==> src/hdl/cmbu_pkg.sv <==
// Shared constants, field widths and controller/datapath command and status types
// for the combination unrank unit. Depends on nothing.
package cmbu_pkg;

    localparam int ORD_W  = 50;
    localparam int K_W    = 4;
    localparam int KEY_W  = 9;
    localparam int POS_W  = 8;
    localparam int STAT_W = 2;

    localparam int MAX_KEY_BITS_DEF = 256;
    localparam int MAX_SET_BITS_DEF = 8;

    localparam logic [KEY_W-1:0] KEY_BITS_RST = 9'd256;

    localparam int APB_AW = 2;
    localparam int APB_DW = 32;
    localparam logic [APB_AW-1:0] ADDR_KEY_BITS = 2'd0;

    localparam logic [STAT_W-1:0] STAT_BIT  = 2'd0;
    localparam logic [STAT_W-1:0] STAT_NONE = 2'd1;
    localparam logic [STAT_W-1:0] STAT_ERR  = 2'd2;

    typedef struct packed {
        logic fill;
        logic load;
        logic step;
        logic take_hit;
        logic emit_err;
        logic emit_none;
    } t_dp_cmd;

    typedef struct packed {
        logic fill_done;
        logic chk_err;
        logic chk_zero;
        logic hit;
        logic hit_last;
        logic out_free;
    } t_dp_stat;

endpackage

==> src/hdl/cmbu_cfg.sv <==
// APB-style configuration register file holding the key width.
// Depends on cmbu_pkg.
module cmbu_cfg (
    input  logic                        i_clk,
    input  logic                        i_rst_n,
    input  logic                        psel,
    input  logic                        penable,
    input  logic                        pwrite,
    input  logic [cmbu_pkg::APB_AW-1:0] paddr,
    input  logic [cmbu_pkg::APB_DW-1:0] pwdata,
    output logic [cmbu_pkg::APB_DW-1:0] prdata,
    output logic                        pready,
    output logic [cmbu_pkg::KEY_W-1:0]  o_key_bits
);
    import cmbu_pkg::*;

    logic [KEY_W-1:0] r_key_bits;
    logic             wr_key;

    assign wr_key = psel && penable && pwrite && (paddr == ADDR_KEY_BITS);

    always_ff @(posedge i_clk) begin
        if (!i_rst_n) begin
            r_key_bits <= KEY_BITS_RST;
        end else if (wr_key) begin
            r_key_bits <= pwdata[KEY_W-1:0];
        end
    end

    assign prdata     = (paddr == ADDR_KEY_BITS) ? APB_DW'(r_key_bits) : '0;
    assign pready     = 1'b1;
    assign o_key_bits = r_key_bits;

endmodule

==> config.mk <==
export PLATFORM = sky130hd
export DESIGN_NAME = cmbu_cfg
export DESIGN_NICKNAME = d
export VERILOG_FILES = /design/src/hdl/cmbu_pkg.sv /design/src/hdl/cmbu_cfg.sv
export SDC_FILE = /design/constraint.sdc
export NUM_CORES = 1
export LEC_CHECK = 0
export BUFFER_PORTS_ARGS = -buffer_cell sky130_fd_sc_hd__buf_2
export CORE_UTILIZATION = 31
export CTS_CLUSTER_DIAMETER = 100
export DETAILED_ROUTE_END_ITERATION = 8
export PLACE_DENSITY = 0.79
export SYNTH_ARGS = -nofsm -noshare
export SYNTH_HDL_FRONTEND = slang
export SYNTH_SLANG_ARGS = --single-unit
==> constraint.sdc <==
create_clock -name i_clk -period 1.05 [get_ports i_clk]
set_input_delay 0.105 -clock i_clk [delete_from_list [all_inputs] [get_ports i_clk]]
set_output_delay 0.105 -clock i_clk [all_outputs]
set_load 0.02 [all_outputs]
==> impl_metrics.csv, run 1 <==
group,metric,value,unit
grt,grt_max_degree,18,
synth,synth_cell_type_count,15,
clock_network,root_buffer,"clkbuf_4",
clock_network,cts_inserted_buffers,3,
sta,fin_setup_tns,0,ns
clock_network,clk_latency,0.25,ns
synth,postSynthCellCount,77,
setup_path,cp_max_fo,3,
synth,ys_seq_elements,9,
sta,finalSetupViolations,0,
worst_hold_path,holdPathStages,3,
setup_path,ff2ff_path_depth,2,
die,pin_count,81,
final_layout,final_common_cell,"buf_2",
final_layout,syn_to_final_growth,19.0,%
clock_network,path_clk_slew,0.06,ns
sta,hold_viol_final,0,
die,core-area,1820,um2
placement,place_congestion,0.640,
final_layout,fin_nets,150,
die,chipWidth,47.1,um
detailed_routing,vias,517,
die,start_util,0.347,
final_layout,layout_common_cells,"32 x buf_2, 24 x conb_1, 16 x nand2_1",
detailed_routing,ant_nets,0,
grt,grt_antenna_before_repair,0,
final_layout,num_antenna_cells,0,
sta,drv_slew,0,
setup_path,arrival,0.88,ns
detailed_routing,via_per_inst,3.83,
setup_path,critPathRequiredTime,0.94,ns
setup_path,worst_r2r_startpoint,"o_key_bits[8]",
detailed_routing,drt_wl_total,1180,um
sta,fmax,1.01,GHz
final_layout,layout-drive-gt1-share,0.391,
synth,ys_warn_count,0,
setup_path,r2r-end,"o_key_bits[8]",
sta,rsz0062_at_grt,"false",
detailed_routing,dr.pass1.iters,2,
status,status,"complete, no violations",
setup_path,endpoint_kind,"output pin",
sta,hold_slack,0.0881,ns
grt,grt.total_usage,0.108,
sta,period_needed,0.989,ns
job,drv_cap,0,
placement,portBuffers,33,
detailed_routing,drt_iter0_markers,4,
detailed_routing,drt-wirelength-per-cell,8.73,um
clock_network,clock_path_buffers,2,
placement,dpl.hpwl,954,um
worst_hold_path,hold_path_startpoint,"pwdata[5]",
die,fp.dieH,47.1,um
sta,fin_crit_sh,0.942,
final_layout,seq_area,181,um2
final_layout,multiInputGateArea,334,um2
final_layout,largest_register_ffs,9,
grt,grt_first_pass_wirelength,1590,um
synth,synth.avg_cell_area,8.21,um2
grt,overflow,0,
worst_hold_path,hold_path.class,"input pin to register",
clock_network,htree_levels,1,
power_and_ir_drop,cellLeakagePower,0.411,nW
setup_path,regToRegSetupSlack,0.44,ns
final_layout,fill_cells,214,
detailed_routing,drc,0,
synth,synth_area,632,um2
synth,ys_seq_area_frac,0.285,
setup_path,start_kind,"register",
clock_network,cts.sinks,9,
sta,skew,0,ns
die,dieArea,2220,um2
clock_network,tritoncts,"done",
die,row_count,15,
setup_path,path_class,"register to output pin",
grt,grt_pass1_vias,427,
power_and_ir_drop,p_per_area,1040,nW/um2
power_and_ir_drop,ir_drop,526,uV
worst_hold_path,worst_hold_path.endpoint,"o_key_bits[5]",
## report_power, final
group          internal, mW  leakage, nW  switching [mW]
clock                 0.146       0.0150           0.122
combinational        0.0425        0.324           0.123
sequential            0.346       0.0722         0.00289
## per-layer routing
metal | routed length [um] | vias up | share of wire | global-route usage
met5 | 0 | - | 0 | 0
met4 | 0 | 0 | 0 | 0.0343
met3 | 100 | 0 | 0.085 | 0.0462
met2 | 624 | 34 | 0.53 | 0.206
met1 | 453 | 224 | 0.38 | 0.102
li1 | - | 259 | - | -
## area by class of cell
cell class | instances | area share
Clock buffer | 4 | 0.0349
Inverter | 1 | 0.00499
Multi-Input combinational cell | 62 | 0.444
Sequential cell | 9 | 0.241
Tap cell | 25 | 0.0416
Timing Repair Buffer | 34 | 0.233
## repair_timing
action,in CTS,in global routing
hold buffers,0,0
setup buffers,0,0
pin swaps,1,0
cloned,0,0
resized for setup,2,1
setup endpoints to repair,1,1
## synth_stat cells, drive strengths merged
cell type  instances  share of area
and3               1          0.018
o211ai             1          0.012
mux2i              8           0.13
nand2             16          0.095
nor2               1          0.018
buf               27           0.32
inv                1         0.0059
conb               2          0.012
and2               9          0.093
nor3               1         0.0079
nand3              1         0.0079
dfxtp              9           0.29
## worst max path at each step
| stage | startpoint | to | slack, ns | depth (start not counted) |
|---|---|---|---|---|
| 3_3_place_gp | paddr[1] | prdata[6] | 0.14 | 5 |
| 6_report | o_key_bits[7] | prdata[7] | 0.06 | 2 |
| 2_1_floorplan | o_key_bits[8] | prdata[8] | 0.09 | 2 |
| 4_1_cts | o_key_bits[1] | prdata[1] | 0.04 | 2 |
| 5_1_grt | o_key_bits[6] | prdata[6] | 0.004 | 2 |
| 3_5_place_dp | paddr[1] | o_key_bits[7] | 0.1 | 4 |
## worst max-delay path, stage by stage (launching register included)
cell and delay, ns:
dfxtp_1 0.34, and2_1 0.13, buf_2 0.16
## metrics by stage
stage / instance area [um2] / worst slack (ns) / instances / util / power, mW
2_1_floorplan: 719 / 0.0853 / 99 / - / 0.545
3_3_place_gp: 722 / 0.136 / 131 / 0.397 / 0.517
3_5_place_dp: 722 / 0.0950 / 131 / 0.397 / 0.520
4_1_cts: 752 / 0.0410 / 135 / 0.413 / 0.794
5_1_grt: 752 / 0.00361 / 135 / 0.413 / 0.835
6_report: 752 / 0.0607 / 135 / 0.413 / 0.784
## kinds of logic after synthesis
group                  Yosys count  share of synthesized area
AO/OA/AOI/OAI                    1                     0.0119
flip-flops                       9                      0.285
other                            2                     0.0119
AND/OR/NAND/NOR                 29                      0.240
multiplexers                     8                      0.127
buffers and inverters           28                      0.325
No activity file was read; power rests on OpenSTA's default activity.
==> run 2, diff against run 1 <==
--- a/config.mk
+++ b/config.mk
@@ -7,8 +7,8 @@
 export LEC_CHECK = 0
 export BUFFER_PORTS_ARGS = -buffer_cell sky130_fd_sc_hd__buf_2
-export CORE_UTILIZATION = 31
+export CORE_UTILIZATION = 33
 export CTS_CLUSTER_DIAMETER = 100
 export DETAILED_ROUTE_END_ITERATION = 8
-export PLACE_DENSITY = 0.79
+export PLACE_DENSITY = 0.83
 export SYNTH_ARGS = -nofsm -noshare
 export SYNTH_HDL_FRONTEND = slang
==> constraint.sdc (replaced) <==
create_clock -name i_clk -period 1.23 [get_ports i_clk]
set_input_delay 0.0615 -clock i_clk [delete_from_list [all_inputs] [get_ports i_clk]]
set_output_delay 0.0615 -clock i_clk [all_outputs]
set_load 0.02 [all_outputs]
==> run 2 against run 1 <==
  * First-iteration DRC count fell by 100%
  * Clock skew did not move
  * Critical path depth up 1
  * Wire length is 5.9% lower
  * Cell count unchanged
  * Clock power is 16% lower
==> impl_metrics.csv, run 2 (synthesis results as in run 1) <==
group,metric,value,unit
setup_path,arrival,0.98,ns
setup_path,path_class,"register to output pin",
placement,portBuffers,33,
clock_network,tritoncts,"done",
sta,fin_crit_sh,0.844,
grt,grt_first_pass_wirelength,1570,um
detailed_routing,ant_nets,0,
setup_path,start_kind,"register",
clock_network,path_clk_slew,0.07,ns
grt,grt_antenna_before_repair,0,
setup_path,critPathRequiredTime,1.17,ns
worst_hold_path,hold_path.class,"input pin to register",
power_and_ir_drop,ir_drop,530,uV
die,core-area,1760,um2
die,start_util,0.358,
power_and_ir_drop,p_per_area,892,nW/um2
grt,grt.total_usage,0.110,
sta,hold_viol_final,0,
die,pin_count,81,
sta,hold_slack,0.0399,ns
detailed_routing,drc,0,
detailed_routing,vias,520,
setup_path,cp_max_fo,2,
final_layout,layout-drive-gt1-share,0.364,
clock_network,root_buffer,"clkbuf_4",
sta,rsz0062_at_grt,"false",
sta,fmax,0.963,GHz
sta,drv_slew,0,
clock_network,hold_buffers,0,
power_and_ir_drop,cellLeakagePower,0.413,nW
grt,grt_max_degree,18,
detailed_routing,drt_iter0_markers,0,
die,row_count,15,
detailed_routing,dr.pass1.iters,1,
grt,overflow,0,
final_layout,num_antenna_cells,0,
grt,grt_pass1_vias,392,
die,chipWidth,45.8,um
final_layout,fin_nets,150,
sta,skew,0,ns
die,dieArea,2090,um2
sta,finalSetupViolations,0,
setup_path,endpoint_kind,"output pin",
sta,period_needed,1.04,ns
detailed_routing,drt-wirelength-per-cell,8.22,um
clock_network,cts_inserted_buffers,3,
clock_network,htree_levels,1,
placement,place_congestion,0.603,
final_layout,largest_register_ffs,9,
status,status,"complete, no violations",
placement,dpl.hpwl,884,um
detailed_routing,drt_wl_total,1110,um
final_layout,layout_common_cells,"33 x buf_2, 24 x conb_1, 16 x nand2_1",
detailed_routing,via_per_inst,3.85,
job,drv_cap,0,
clock_network,cts.sinks,9,
clock_network,ctsResizeCount,0,
sta,fin_setup_tns,0,ns
final_layout,syn_to_final_growth,17.6,%
clock_network,post_cts_buffers,0,
die,fp.dieH,45.8,um
clock_network,clk_latency,0.25,ns
final_layout,final_common_cell,"buf_2",
clock_network,clock_path_buffers,2,
## run 2: cell counts in the layout (fill, tap and decap cells not counted)
Identical to the previous run, type by type.
## run 2: final timing paths
path / depth (start not counted) / slack (ns) / to / from
worst max-delay path: 3 / 0.19 / prdata[8] / o_key_bits[8]
worst min register to register: 2 / 0.46 / o_key_bits[6] / o_key_bits[6]
worst max register to register: 2 / 0.61 / o_key_bits[8] / o_key_bits[8]
worst min-delay path: 3 / 0.04 / o_key_bits[7] / pwdata[7]
## run 2: metrics by stage
stage / area, um2 / cells / setup slack, ns / utilization / total power, mW
after floorplan: 714 / 99 / 0.157 / - / 0.465
after detailed placement: 717 / 131 / 0.395 / 0.406 / 0.443
after global routing: 743 / 135 / 0.130 / 0.421 / 0.708
after global placement: 717 / 131 / 0.425 / 0.406 / 0.440
final: 743 / 135 / 0.192 / 0.421 / 0.663
after CTS: 743 / 135 / 0.171 / 0.421 / 0.675
## run 2: worst max-delay path: stages, from the launching register on
cell	delay [ns]
dfxtp_1	0.32
inv_1	0.05
nor3_1	0.16
buf_2	0.19
## run 2: area by class of cell
class                   count  area [um2]
fillers                   203        1020
multi-input cells          62         329
inverters                   1        3.75
well taps                  25        31.3
repair buffers             34         173
flip-flops and latches      9         180
clock buffers               4        26.3
## run 2: per-layer routing
| metal | vias up | part of all wire | global-route usage |
|---|---|---|---|
| li1 | 257 | - | - |
| met1 | 229 | 0.43 | 0.120 |
| met2 | 34 | 0.48 | 0.171 |
| met3 | 0 | 0.095 | 0.0833 |
| met4 | 0 | 0 | 0.0176 |
| met5 | - | 0 | 0 |
## run 2: where the power goes
part           internal, mW  switching, mW  total, mW
combinational        0.0346          0.104      0.139
sequential            0.296        0.00239      0.298
clock                 0.125          0.102      0.226
total                 0.455          0.208      0.663
==> run 3, diff against run 2 <==
- ABC_AREA: unset -> 1
- CORE_UTILIZATION: 33 -> 32
- PLACE_DENSITY: 0.83 -> 0.78
- clock period: 1.23 -> 1.02 ns (I/O delays scaled with it)
==> run 3 against run 2 <==
  * Clock skew unchanged
  * Via count increased by 20%
  * Synthesized cell count increased by 39%
  * Worst hold slack improved by 0.034 ns
  * Count of clock-buffer cells in the layout unchanged
  * Wire length increased by 15%
  * Combinational power increased by 51%
  * Critical path type unchanged
  * Register-to-register slack got worse by 0.18 ns
  * Largest cell class unchanged
  * Sequential share of layout area decreased by 2.1 points
  * Sequential power increased by 22%
  * Clock power increased by 18%
==> impl_metrics.csv, run 3 <==
group,metric,value,unit
worst_hold_path,hold_path.class,"input pin to register",
grt,grt_max_degree,10,
synth,ys_warn_count,0,
final_layout,final_area,836,um2
detailed_routing,drc,0,
final_layout,postLayoutCoreUtil,0.418,
setup_path,regToRegSetupSlack,0.43,ns
synth,synth.top_cell.area_share,0.261,
power_and_ir_drop,ir_drop,510,uV
clock_network,cts.sinks,9,
grt,overflow,0,
die,chipWidth,48.5,um
synth,synth_most_common_cell,"nor2_1",
synth,synth_edf_count,0,
placement,portBuffers,33,
setup_path,endpoint_kind,"output pin",
status,status,"complete, no violations",
setup_path,start_kind,"register",
grt,grt_antenna_before_repair,0,
worst_hold_path,hold_path_startpoint,"i_rst_n",
synth,ys_top_cells_by_count,"25 x nor2_1, 24 x buf_4, 20 x inv_1",
power_and_ir_drop,p_per_area,1010,nW/um2
synth,postSynth.asyncResetShare,0,
die,core-area,2000,um2
sta,fin_crit_sh,0.937,
clock_network,htree_levels,1,
placement,place_area,782,um2
die,dieArea,2350,um2
sta,skew,0,ns
detailed_routing,dr.pass1.iters,4,
die,pin_count,81,
placement,place_congestion,0.689,
final_layout,final_common_cell,"buf_2",
detailed_routing,drt-wirelength-per-cell,7.56,um
detailed_routing,vias,622,
die,fp.dieH,48.5,um
synth,synth.avg_cell_area,6.45,um2
clock_network,root_buffer,"clkbuf_4",
synth,postSynthCellCount,107,
setup_path,path_class,"register to output pin",
setup_path,r2r-end,"o_key_bits[1]",
synth,ys_seq_elements,9,
detailed_routing,ant_nets,0,
final_layout,largest_register_ffs,9,
sta,finalSetupViolations,0,
clock_network,path_clk_slew,0.06,ns
sta,hold_viol_final,0,
die,row_count,16,
grt,grt.total_usage,0.113,
placement,dpl.hpwl,1020,um
sta,drv_slew,0,
final_layout,num_antenna_cells,0,
final_layout,layout-drive-gt1-share,0.331,
clock_network,tritoncts,"done",
sta,period_needed,0.956,ns
power_and_ir_drop,power,0.841,mW
grt,grt_first_pass_wirelength,2010,um
setup_path,cp_max_fo,3,
final_layout,fill_cells,222,
synth,synth.area.top_cells,"dfxtp_1 26%, buf_4 26%, nor2_1 14%",
synth,synth_cell_type_count,14,
final_layout,layout_common_cells,"28 x buf_2, 25 x nor2_1, 24 x conb_1",
clock_network,clk_latency,0.25,ns
sta,fmax,1.05,GHz
detailed_routing,drt_iter0_markers,6,
setup_path,setup.worst_path.start,"o_key_bits[1]",
job,drv_cap,0,
detailed_routing,via_per_inst,3.68,
synth,synth_area,691,um2
setup_path,worst_r2r_startpoint,"o_key_bits[1]",
power_and_ir_drop,cellLeakagePower,0.483,nW
sta,fin_setup_tns,0,ns
synth,synth_ff_type,"dfxtp_1",
clock_network,cts_inserted_buffers,3,
setup_path,arrival,0.90,ns
setup_path,critPathRequiredTime,0.97,ns
grt,grt_pass1_vias,485,
detailed_routing,drt_wl_total,1280,um
setup_path,endpoint,"prdata[1]",
sta,hold_slack,0.0735,ns
synth,synth_top_cell_by_area,"dfxtp_1",
clock_network,clock_path_buffers,2,
final_layout,syn_to_final_growth,21.0,%
die,start_util,0.345,
clock_network,post_cts_buffers,0,
final_layout,fin_nets,182,
setup_path,ff2ff_path_depth,2,
synth,ys_seq_area_frac,0.261,
## run 3: cell count changes after synthesis, sizes merged, moves of 2 or more
| cell | delta |
|---|---|
| mux2i | -8 |
| nand2 | -5 |
| and2 | -9 |
| nor2 | +27 |
| buf | -2 |
| nand3 | +9 |
| inv | +19 |
## run 3: worst min-delay path by stage
stage	to	slack (ns)	depth (start not counted)
after floorplan	o_key_bits[8]	0.18	2
after global placement	o_key_bits[8]	0.27	3
after detailed placement	o_key_bits[8]	0.27	3
after CTS	o_key_bits[8]	0.06	2
after global routing	o_key_bits[8]	0.06	2
final	o_key_bits[8]	0.07	2
## run 3: cells by family after synthesis
| logic type | Yosys count | share of synthesized area |
|---|---|---|
| simple gates | 49 | 0.321 |
| buf+inv | 46 | 0.395 |
| flops | 9 | 0.261 |
| other cells | 2 | 0.0109 |
| compound gates | 1 | 0.0127 |
## run 3: repair_timing
item / 4_1_cts / 5_1_grt
hold buffers: 1 / 0
hold endpoints to repair: 1 / 0
gates resized for setup: 0 / 9
endpoints found under the setup margin: 0 / 5
## run 3: critical path: stages, from the launching register on
cell     delay, ns
dfxtp_2       0.34
inv_1         0.04
nor2_1        0.11
buf_4         0.15
## run 3: metrics by stage
stage	worst slack, ns	std cells
after floorplan	0.155	129
after global placement	0.176	164
after detailed placement	0.138	164
after CTS	0.0212	169
after global routing	-0.00507	169
final	0.0640	169
## run 3: cell type report
cell class | count | area [um2] | area share
multi-input combinational | 74 | 320 | 0.383
timing repair buffer | 35 | 195 | 0.234
sequential | 9 | 185 | 0.222
inverter | 20 | 75.1 | 0.0898
tap | 27 | 33.8 | 0.0404
clock buffer | 4 | 26.3 | 0.0314
## run 3: metal layers
metal / share of wire / up-vias / GRT usage
li1: - / 330 / -
met1: 0.37 / 251 / 0.124
met2: 0.53 / 41 / 0.197
met3: 0.11 / 0 / 0.0503
met4: 0 / 0 / 0.0294
met5: 0 / - / 0
## run 3: where the power goes
| group | switching (mW) | total [mW] | leakage (nW) | internal [mW] |
|---|---|---|---|---|
| clock | 0.116 | 0.267 | 0.0150 | 0.150 |
| combinational | 0.155 | 0.210 | 0.394 | 0.0549 |
| sequential | 0.00517 | 0.365 | 0.0739 | 0.360 |
| total | 0.276 | 0.841 | 0.483 | 0.565 |
