==> src/hdl/cmbu_pkg.sv <==
// Shared constants, field widths and controller/datapath command and status types
// for the combination unrank unit. Depends on nothing.
package cmbu_pkg;

    localparam int ORD_W  = 50;
    localparam int K_W    = 4;
    localparam int KEY_W  = 9;
    localparam int POS_W  = 8;
    localparam int STAT_W = 2;

    localparam int MAX_KEY_BITS_DEF = 256;
    localparam int MAX_SET_BITS_DEF = 8;

    localparam logic [KEY_W-1:0] KEY_BITS_RST = 9'd256;

    localparam int APB_AW = 2;
    localparam int APB_DW = 32;
    localparam logic [APB_AW-1:0] ADDR_KEY_BITS = 2'd0;

    localparam logic [STAT_W-1:0] STAT_BIT  = 2'd0;
    localparam logic [STAT_W-1:0] STAT_NONE = 2'd1;
    localparam logic [STAT_W-1:0] STAT_ERR  = 2'd2;

    typedef struct packed {
        logic fill;
        logic load;
        logic step;
        logic take_hit;
        logic emit_err;
        logic emit_none;
    } t_dp_cmd;

    typedef struct packed {
        logic fill_done;
        logic chk_err;
        logic chk_zero;
        logic hit;
        logic hit_last;
        logic out_free;
    } t_dp_stat;

endpackage

==> src/hdl/cmbu_ctrl.sv <==
// Controller: sequences the table fill after reset, the range check and the
// downward bit scan of each request. Depends on cmbu_pkg.
module cmbu_ctrl (
    input  logic               i_clk,
    input  logic               i_rst_n,
    input  logic               i_req_valid,
    output logic               o_req_ready,
    input  cmbu_pkg::t_dp_stat i_stat,
    output cmbu_pkg::t_dp_cmd  o_cmd
);
    import cmbu_pkg::*;

    typedef enum logic [1:0] {
        S_FILL,
        S_IDLE,
        S_CHK,
        S_SCAN
    } t_state;

    t_state r_state;
    t_state n_state;

    always_comb begin
        n_state = r_state;
        o_cmd   = '0;
        unique case (r_state)
            S_FILL: begin
                o_cmd.fill = 1'b1;
                if (i_stat.fill_done) begin
                    n_state = S_IDLE;
                end
            end
            S_IDLE: begin
                if (i_req_valid) begin
                    o_cmd.load = 1'b1;
                    n_state    = S_CHK;
                end
            end
            S_CHK: begin
                if (i_stat.chk_err) begin
                    if (i_stat.out_free) begin
                        o_cmd.emit_err = 1'b1;
                        n_state        = S_IDLE;
                    end
                end else if (i_stat.chk_zero) begin
                    if (i_stat.out_free) begin
                        o_cmd.emit_none = 1'b1;
                        n_state         = S_IDLE;
                    end
                end else begin
                    o_cmd.step = 1'b1;
                    n_state    = S_SCAN;
                end
            end
            S_SCAN: begin
                if (i_stat.hit) begin
                    if (i_stat.out_free) begin
                        o_cmd.take_hit = 1'b1;
                        if (i_stat.hit_last) begin
                            n_state = S_IDLE;
                        end else begin
                            o_cmd.step = 1'b1;
                        end
                    end
                end else begin
                    o_cmd.step = 1'b1;
                end
            end
            default: begin
                n_state = S_IDLE;
            end
        endcase
    end

    always_ff @(posedge i_clk) begin
        if (!i_rst_n) begin
            r_state <= S_FILL;
        end else begin
            r_state <= n_state;
        end
    end

    assign o_req_ready = (r_state == S_IDLE);

endmodule

==> config.mk <==
export PLATFORM = sky130hd
export DESIGN_NAME = cmbu_ctrl
export DESIGN_NICKNAME = d
export VERILOG_FILES = /design/src/hdl/cmbu_pkg.sv /design/src/hdl/cmbu_ctrl.sv
export SDC_FILE = /design/constraint.sdc
export NUM_CORES = 1
export LEC_CHECK = 0
export BUFFER_PORTS_ARGS = -buffer_cell sky130_fd_sc_hd__clkbuf_2
export CORE_AREA = 4 4 41 43
export DETAILED_ROUTE_END_ITERATION = 12
export DIE_AREA = 0 0 45 47
export HOLD_SLACK_MARGIN = 0.1
export PLACE_DENSITY = 0.49
export SYNTH_ARGS = -nofsm -noshare
export SYNTH_HDL_FRONTEND = slang
export SYNTH_SLANG_ARGS = --single-unit
==> constraint.sdc <==
create_clock -name i_clk -period 3.64 [get_ports i_clk]
set_input_delay 0.728 -clock i_clk [delete_from_list [all_inputs] [get_ports i_clk]]
set_output_delay 0.728 -clock i_clk [all_outputs]
set_load 0.05 [all_outputs]
==> flow_summary.yaml, run 1 <==
synth:
  synth_top_flop_cell: "dfxtp_1"
  synth.top_cells.by_area: "ha_1 24%, dfxtp_1 15%, inv_1 5.8%"
  synth_commonest_cells: "5 x ha_1, 4 x inv_1, 2 x dfxtp_1, 2 x o21ai_1"
  syn_inst: 29
  ys_warn_count: 0
  synthAdderAreaFrac: 0.240
  yosysMostFrequentCell: "ha_1"
  synth_xor_xnor_area_share: 0
  synth_nets: 43
  synth_mux_area_frac: 0
  synthSimpleGateAreaFrac: 0.231
  synth_edf_count: 0
  netlist.area_leader.share: 0.240
  synth_top_family_by_area: "compound AO/OA/AOI/OAI gates"
  syn_area_per_cell_um2: 8.97
  synth_cell_types: 20
  yosysTopAreaCell: "ha_1"
  synth-seq-cells: 2
  synth_area_um2: 260
  asyncSetResetFlopFracSynth: 0
  yosysSeqAreaShare: 0.154
  synth-compound-area-share: 0.317
placement:
  dpl.hpwl_um: 571
  placed_cells: 59
  portBuffers: 15
  place.gp.congestion: 0.722
cts:
  cts_hold_buffers: 0
  cts_tree: "built"
  cts_buffer_depth: 2
  cts_setup_buffers: 0
  postCtsResizedCells: 0
  clkSinkCount: 2
  clock_latency_ns: 0.22
  cts_buffers: 3
  htree_num_levels: 1
  path_clk_slew_ns: 0.03
  cts_root_buf: "clkbuf_4"
sta:
  fin_skew_ns: 0.00116
  fmax_mhz: 443
  tightest_slew_ns: 0.278
  fin_crit_sh: 0.621
  setup_viol_count_final: 0
  relSlewSlack: 0.815
  setup_tns_ns: 0
  rsz0062_at_grt: "false"
  min_period_ns: 2.26
  holdWs_ns: 0.544
  finalHoldViolCount: 0
  drv_slew: 0
pwr:
  power_frac_comb: 0.498
  internal_power_uw: 86.3
  p_clk_frac: 0.312
  p_per_area_nw_per_um2: 412
  switching_share: 0.445
  p_sw_uw: 69.1
  peakVddDrop_mv: 0.107
  seqPwrFrac: 0.191
  p_leak_uw: 0.000217
floorplanning:
  ioPinCount: 16
  rows: 13
  initial_core_util: 0.200
  core-area_um2: 1300
  dieWidth_um: 45
  dieArea_um2: 2120
  die_h_um: 47
critical_path:
  r2r-start: "r_state[0]$_SDFFE_PN0P_"
  cp_top_family: "buffers and inverters"
  cp_slowest_stage_delay_ns: 0.33
  cp.required_ns: 2.91
  worst-endpoint-arrival_ns: 1.53
  worst_setup_path_start_kind: "flop"
  endpoint_kind: "output pin"
  slowest_stage: "dfxtp_1"
  rr_endpoint: "r_state[0]$_SDFFE_PN0P_"
  crit_buf_inv: 2
  worst-r2r-setup-slack_ns: 2.20
  path_class: "flop to output pin"
  crit_chain: "inv_1 -> ha_1 -> nor3b_2 -> a21o_1 -> clkbuf_2"
  cp_max_fo: 6
  rr_worst_depth: 5
route:
  ant_nets: 0
  route.detailed.drc: 0
  drtIter0Drc: 1
  first_pass_iters: 3
  wl_per_cell_um: 10.8
  via_per_inst: 4.47
  drt_wl_total_um: 669
  via_count: 277
global_route:
  grt_usage: 0.0733
  grt_max_degree: 7
  met3_usage: 0.0115
  antenna_found_initial: 0
  grt_pass1_wl_mm: 1.08
  grt_pass1_vias: 273
  grt_overflow: 0
  top_usage_layer: "met2"
  use_met1: 0.0792
  global_route.usage.met2: 0.121
run:
  max_cap_violations: 0
worst_hold_path:
  hold_path.class: "flop to flop"
  min-delay-start: "r_state[1]$_SDFFE_PN0P_"
  hold_path_depth: 2
  hold_end: "r_state[1]$_SDFFE_PN0P_"
run_status:
  status: "complete, no violations"
layout:
  stdcell_count: 62
  top_register: "r_state"
  fillers: 147
  largest_reg_flops: 2
  reg.largest.list: "r_state (2)"
  area_delta_synth_final_pct: 44.7
  drive_gt1_frac: 0.447
  n_antenna_cell: 0
  fin_nets: 63
[power groups by stage]
stage               Sequential [µW]  Clock, µW  Combinational (µW)
floorplan                      28.9          0                60.6
global placement               30.1          0                77.6
detailed placement             29.9          0                77.7
CTS                            29.6       52.0                78.1
global route                   30.5       55.6                84.1
finish                         29.6       48.4                77.3
[per-layer routing]
metal / part of all wire / routed length [µm]
met5: 0 / 0
met4: 0 / 0
met3: 0.045 / 30
met2: 0.51 / 344
met1: 0.44 / 294
[worst register-to-register path, delay by kind of cell, from the launching register on]
family | cells | cell delay [ns]
simple gates | 1 | 0.16
fa+ha+maj | 1 | 0.21
compound gates | 2 | 0.47
buf+inv | 1 | 0.10
flops | 1 | 0.38
[worst max path at each step]
stage / startpoint / endpoint / slack (ns) / cells after the start
after detailed placement: i_stat[3] / o_cmd[3] / 1.48 / 4
after floorplan: r_state[1]$_SDFFE_PN0P_ / o_cmd[4] / 1.51 / 3
after global placement: i_stat[0] / o_cmd[3] / 1.46 / 5
after global routing: r_state[0]$_SDFFE_PN0P_ / o_cmd[3] / 1.27 / 5
after CTS: r_state[0]$_SDFFE_PN0P_ / o_cmd[3] / 1.37 / 5
final: r_state[0]$_SDFFE_PN0P_ / o_cmd[3] / 1.38 / 5
[layout by cell type, fill, tap and decap left out, drive strengths merged]
| cell | n |
|---|---|
| o311a | 1 |
| o21ai | 2 |
| o22ai | 1 |
| and2 | 1 |
| clkbuf | 18 |
| and3 | 2 |
| a31oi | 1 |
| or2b | 1 |
| nor3b | 1 |
| ha | 5 |
| dfxtp | 2 |
| and4b | 1 |
| o211a | 1 |
| a21bo | 1 |
| nand2b | 1 |
| nand2 | 1 |
| o2111ai | 1 |
| inv | 4 |
| a21o | 1 |
| o211ai | 1 |
[logic make-up (layout without fill, tap and decap cells)]
kind of cell | count (synthesis) | after routing
adder cells (fa/ha/maj) | 5 | 5
buffers and inverters | 4 | 22
AO/OA/AOI/OAI | 10 | 10
flip-flops | 2 | 2
AND/OR/NAND/NOR | 8 | 8
[area by class of cell]
type,count,area (µm²),area share
clock buffers,3,22.5,0.0598
inverters,4,15.0,0.0399
multi-input cells,23,205,0.545
flip-flops and latches,2,40.0,0.106
well taps,15,18.8,0.0498
repair buffers,15,75.1,0.199
[stage by stage]
step | setup WS (ns) | total power [µW] | instance area (µm²) | util
4_1_cts | 1.37 | 160 | 377 | 0.289
3_3_place_gp | 1.46 | 108 | 354 | 0.272
6_report | 1.38 | 155 | 377 | 0.289
5_1_grt | 1.27 | 170 | 377 | 0.289
2_1_floorplan | 1.51 | 89.5 | 260 | -
3_5_place_dp | 1.48 | 108 | 354 | 0.272
Power figures use the tool's default switching activity.
==> inputs of run 2 (changes only) <==
--- a/config.mk
+++ b/config.mk
@@ -5,12 +5,13 @@
 export SDC_FILE = /design/constraint.sdc
 export NUM_CORES = 1
 export LEC_CHECK = 0
+export ABC_AREA = 1
 export BUFFER_PORTS_ARGS = -buffer_cell sky130_fd_sc_hd__clkbuf_2
 export CORE_AREA = 4 4 41 43
 export DETAILED_ROUTE_END_ITERATION = 12
 export DIE_AREA = 0 0 45 47
 export HOLD_SLACK_MARGIN = 0.1
-export PLACE_DENSITY = 0.49
+export PLACE_DENSITY = 0.53
 export SYNTH_ARGS = -nofsm -noshare
 export SYNTH_HDL_FRONTEND = slang
 export SYNTH_SLANG_ARGS = --single-unit
==> constraint.sdc (replaced) <==
create_clock -name i_clk -period 2.07 [get_ports i_clk]
set_input_delay 0.414 -clock i_clk [delete_from_list [all_inputs] [get_ports i_clk]]
set_output_delay 0.414 -clock i_clk [all_outputs]
set_load 0.05 [all_outputs]
==> run 2 against run 1 <==
- first-iteration DRC count increased to 6.0 times the previous value
- clock power rose by 74%
- sequential cell count unchanged
==> flow_summary.yaml, run 2 <==
sta:
  setup_tns_ns: 0
  fmax_mhz: 546
  finalHoldViolCount: 0
  min_period_ns: 1.83
  tightest_slew_ns: 0.280
  fin_ws_ns: 0.237
  setup_viol_count_final: 0
  rsz0062_at_grt: "false"
  fin_crit_sh: 0.885
  fin_skew_ns: 0.00291
  drv_slew: 0
  holdWs_ns: 0.442
  relSlewSlack: 0.814
synth:
  synth_top_flop_cell: "dfxtp_1"
  synth_area_um2: 298
  synthAdderAreaFrac: 0.210
  synth-seq-cells: 2
  netlist.area_leader.share: 0.210
  yosysSeqAreaShare: 0.134
  synth_edf_count: 0
  synth_mux_area_frac: 0
  synth_top_family_by_area: "simple AND/OR/NAND/NOR gates"
  synth_cell_types: 13
  synth-compound-area-share: 0.105
  synthSimpleGateAreaFrac: 0.387
  synth_xor_xnor_area_share: 0
  ys_warn_count: 0
  synth_nets: 64
  synth.top_cells.by_area: "ha_1 21%, inv_1 15%, nand2_1 15%"
  asyncSetResetFlopFracSynth: 0
  syn_inst: 50
  syn_area_per_cell_um2: 5.96
  yosysTopAreaCell: "ha_1"
  synth_commonest_cells: "12 x inv_1, 12 x nand2_1, 6 x nand3_1"
layout:
  stdcell_area_um2: 425
  top_register: "r_state"
  reg.largest.list: "r_state (2)"
  fillers: 159
  area_delta_synth_final_pct: 42.9
  largest_reg_flops: 2
  layout_common_cells: "15 x clkbuf_2, 12 x inv_1, 12 x nand2_1, 6 x nand3_1, 5 x ha_1"
  ff_latch_area_um2: 40.0
  drive_gt1_frac: 0.382
  stdcell_count: 83
  fin_nets: 84
  final_common_cell: "clkbuf_2"
  n_antenna_cell: 0
  multi_input_area_um2: 220
placement:
  postPlaceCellArea_um2: 403
  place_ws_ns: 0.453
  portBuffers: 15
  placed_cells: 80
  place.gp.congestion: 0.757
  dpl.hpwl_um: 606
cts:
  clock_latency_ns: 0.22
  cts_setup_buffers: 0
  cts_buffer_depth: 2
  cts_hold_buffers: 0
  clkSinkCount: 2
  cts_buffers: 3
  htree_num_levels: 1
  postCtsResizedCells: 0
  cts_root_buf: "clkbuf_4"
  cts_tree: "built"
  path_clk_slew_ns: 0.03
global_route:
  grt_usage: 0.0788
  grt_pass1_vias: 296
  grt_pass1_wl_mm: 1.19
  antenna_found_initial: 0
  grt_max_degree: 7
  grt_overflow: 0
pwr:
  p_leak_uw: 0.000251
  peakVddDrop_mv: 0.326
  p_per_area_nw_per_um2: 637
floorplanning:
  ioPinCount: 16
  initial_core_util: 0.229
  rows: 13
  dieWidth_um: 45
  dieArea_um2: 2120
  core-area_um2: 1300
  die_h_um: 47
run_status:
  status: "complete, no violations"
route:
  wl_per_cell_um: 8.45
  drtIter0Drc: 6
  route.detailed.drc: 0
  ant_nets: 0
  first_pass_iters: 4
  via_per_inst: 4.11
  drt_wl_total_um: 701
  via_count: 341
critical_path:
  worst-endpoint-arrival_ns: 1.42
  endpoint_kind: "output pin"
  cp_max_fo: 6
  cp.required_ns: 1.66
  path_class: "flop to output pin"
  worst_setup_path_start_kind: "flop"
run:
  max_cap_violations: 0
worst_hold_path:
  hold_path.class: "primary input to flop"
run 2: changes by cell type in the layout (fill, tap and decap cells not counted), sizes merged, moves of 2 or more:
cell	before	now
and3	2	0
nor3	0	2
inv	4	13
nand2	1	13
a21oi	0	3
nand3	0	6
nor2	0	4
run 2: report_power, final:
group,total (µW),internal [µW],leakage (µW),switching (µW)
clock,84.0,63.8,0.0000138,20.2
sequential,52.2,44.1,0.0000164,8.08
combinational,135,40.0,0.000220,94.9
total,271,148,0.000251,123
run 2: worst max-delay path, cell delays in order, from the launching register on:
cell	delay, ns
dfxtp_1	0.41
ha_1	0.24
inv_1	0.10
nor3_2	0.15
clkbuf_2	0.29
run 2: final cells by class:
| class | count | share of cell area |
|---|---|---|
| inverter | 13 | 0.115 |
| multi-input combinational | 35 | 0.518 |
| clock buffer | 3 | 0.0529 |
| tap | 15 | 0.0441 |
| timing repair buffer | 15 | 0.176 |
| sequential | 2 | 0.0941 |
run 2: cells by family (layout without fill, tap and decap cells):
logic type | count (synthesis) | in the layout
AOI/OAI and AO/OA | 4 | 4
adders and majority gates | 5 | 5
buffers and inverters | 13 | 31
DFF | 2 | 2
and+or+nand+nor | 26 | 26
run 2: final timing paths:
kind | from | end | slack, ns | cells past startpoint
worst max-delay path | r_state[1]$_SDFFE_PN0P_ | o_cmd[1] | 0.24 | 4
worst min-delay path | i_rst_n | r_state[1]$_SDFFE_PN0P_ | 0.44 | 3
worst max register to register | r_state[1]$_SDFFE_PN0P_ | r_state[0]$_SDFFE_PN0P_ | 0.78 | 7
worst min register to register | r_state[0]$_SDFFE_PN0P_ | r_state[0]$_SDFFE_PN0P_ | 0.55 | 2
run 2: metal layers:
| layer | track usage | share of wire |
|---|---|---|
| met5 | 0 | 0 |
| met2 | 0.0932 | 0.34 |
| met4 | 0.0526 | 0 |
| met3 | 0.0345 | 0.11 |
| met1 | 0.111 | 0.56 |
run 2: per-stage QoR:
stage | power (µW) | util
finish | 271 | 0.327
global route | 296 | 0.327
CTS | 279 | 0.327
detailed placement | 189 | 0.310
global placement | 191 | 0.310
floorplan | 158 | -
==> inputs of run 3 (changes only) <==
--- a/config.mk
+++ b/config.mk
@@ -5,13 +5,13 @@
 export SDC_FILE = /design/constraint.sdc
 export NUM_CORES = 1
 export LEC_CHECK = 0
-export ABC_AREA = 1
+export ABC_AREA = 0
 export BUFFER_PORTS_ARGS = -buffer_cell sky130_fd_sc_hd__clkbuf_2
 export CORE_AREA = 4 4 41 43
 export DETAILED_ROUTE_END_ITERATION = 12
 export DIE_AREA = 0 0 45 47
 export HOLD_SLACK_MARGIN = 0.1
-export PLACE_DENSITY = 0.53
+export PLACE_DENSITY = 0.5
 export SYNTH_ARGS = -nofsm -noshare
 export SYNTH_HDL_FRONTEND = slang
 export SYNTH_SLANG_ARGS = --single-unit
==> run 3 against run 2 <==
- critical path depth up 1
- maximum frequency down 5.1%
- via count down 22%
- global-route usage down 1.6 points
- clock-buffer cell count unchanged
- clock skew down 0.0022 ns
- register-to-register slack worse by 0.17 ns
- sequential power about the same
- highest routed layer unchanged
==> flow_summary.yaml, run 3 (synthesis results as in run 1) <==
placement:
  dpl.hpwl_um: 601
  place.gp.congestion: 0.678
  portBuffers: 15
  placed_cells: 59
  place_ws_ns: 0.361
layout:
  largest_reg_flops: 2
  multi_input_area_um2: 205
  area_delta_synth_final_pct: 44.7
  ff_latch_area_um2: 40.0
  top_register: "r_state"
  stdcell_count: 62
  final_common_cell: "clkbuf_2"
  fin_nets: 63
  n_antenna_cell: 0
  reg.largest.list: "r_state (2)"
  drive_gt1_frac: 0.447
  layout_common_cells: "15 x clkbuf_2, 5 x ha_1, 4 x inv_1, 3 x clkbuf_4"
  fillers: 150
route:
  first_pass_iters: 4
  wl_met3_um: 57
  met1Wirelength_um: 293
  dr_wl_met2_um: 326
  drtIter0Drc: 3
  drt_wl_total_um: 676
  routed.top_layer: "met3"
  wl_per_cell_um: 10.9
  via_per_inst: 4.31
  route.detailed.drc: 0
  ant_nets: 0
  via_count: 267
floorplanning:
  initial_core_util: 0.200
  dieWidth_um: 45
  rows: 13
  dieArea_um2: 2120
  die_h_um: 47
  ioPinCount: 16
  core-area_um2: 1300
critical_path:
  endpoint_kind: "output pin"
  worst-endpoint-arrival_ns: 1.52
  cp_max_fo: 6
  path_class: "flop to output pin"
  cp.required_ns: 1.66
  worst_setup_path_start_kind: "flop"
run_status:
  status: "complete, no violations"
sta:
  holdWs_ns: 0.458
  setup_tns_ns: 0
  fin_crit_sh: 0.933
  relSlewSlack: 0.815
  rsz0062_at_grt: "false"
  setup_viol_count_final: 0
  tightest_slew_ns: 0.278
  fmax_mhz: 518
  fin_ws_ns: 0.139
  drv_slew: 0
  fin_skew_ns: 0.000708
  finalHoldViolCount: 0
  min_period_ns: 1.93
cts:
  cts_buffer_depth: 2
  htree_num_levels: 1
  postCtsResizedCells: 0
  clock_latency_ns: 0.22
  cts_tree: "built"
  clkSinkCount: 2
  cts_buffers: 3
  cts_hold_buffers: 0
  cts_root_buf: "clkbuf_4"
  path_clk_slew_ns: 0.03
  cts_setup_buffers: 0
pwr:
  peakVddDrop_mv: 0.238
  totalPowerFinal_uw: 272
  p_leak_uw: 0.000217
  p_per_area_nw_per_um2: 722
worst_hold_path:
  hold_path.class: "primary input to flop"
global_route:
  grt_usage: 0.0623
  grt_overflow: 0
  grt_pass1_vias: 250
  antenna_found_initial: 0
  grt_pass1_wl_um: 952
  grt_max_degree: 7
run:
  max_cap_violations: 0
[run 3: area by class of cell]
cell class / count / area share
multi-input combinational: 23 / 0.545
tap: 15 / 0.0498
sequential: 2 / 0.106
timing repair buffer: 15 / 0.199
inverter: 4 / 0.0399
clock buffer: 3 / 0.0598
[run 3: path summary, 6_finish.rpt]
check | start | endpoint | slack [ns] | cells past startpoint
max | r_state[0]$_SDFFE_PN0P_ | o_cmd[3] | 0.14 | 5
min | i_rst_n | r_state[0]$_SDFFE_PN0P_ | 0.46 | 2
max reg2reg | r_state[1]$_SDFFE_PN0P_ | r_state[0]$_SDFFE_PN0P_ | 0.61 | 5
min reg2reg | r_state[1]$_SDFFE_PN0P_ | r_state[1]$_SDFFE_PN0P_ | 0.56 | 2
[run 3: power by group]
| part | switching [µW] | internal [µW] |
|---|---|---|
| Clock | 19.2 | 63.7 |
| Combinational | 94.1 | 42.8 |
| Sequential | 7.13 | 44.9 |
[run 3: routing by layer]
metal  vias up  track usage
met4         0       0.0351
li1        146            -
met2         8        0.110
met1       113       0.0656
met5         -            0
met3         0       0.0192
[run 3: critical path: stages (launching register included)]
cell      delay (ns)
dfxtp_1         0.37
inv_1           0.10
ha_1            0.26
nor3b_2         0.18
a21o_1          0.16
clkbuf_2        0.23
[run 3: stage by stage]
| step | utilization | cell area, µm² |
|---|---|---|
| final | 0.289 | 377 |
| after global routing | 0.289 | 377 |
| after CTS | 0.289 | 377 |
| after detailed placement | 0.272 | 354 |
| after global placement | 0.272 | 354 |
| after floorplan | - | 260 |
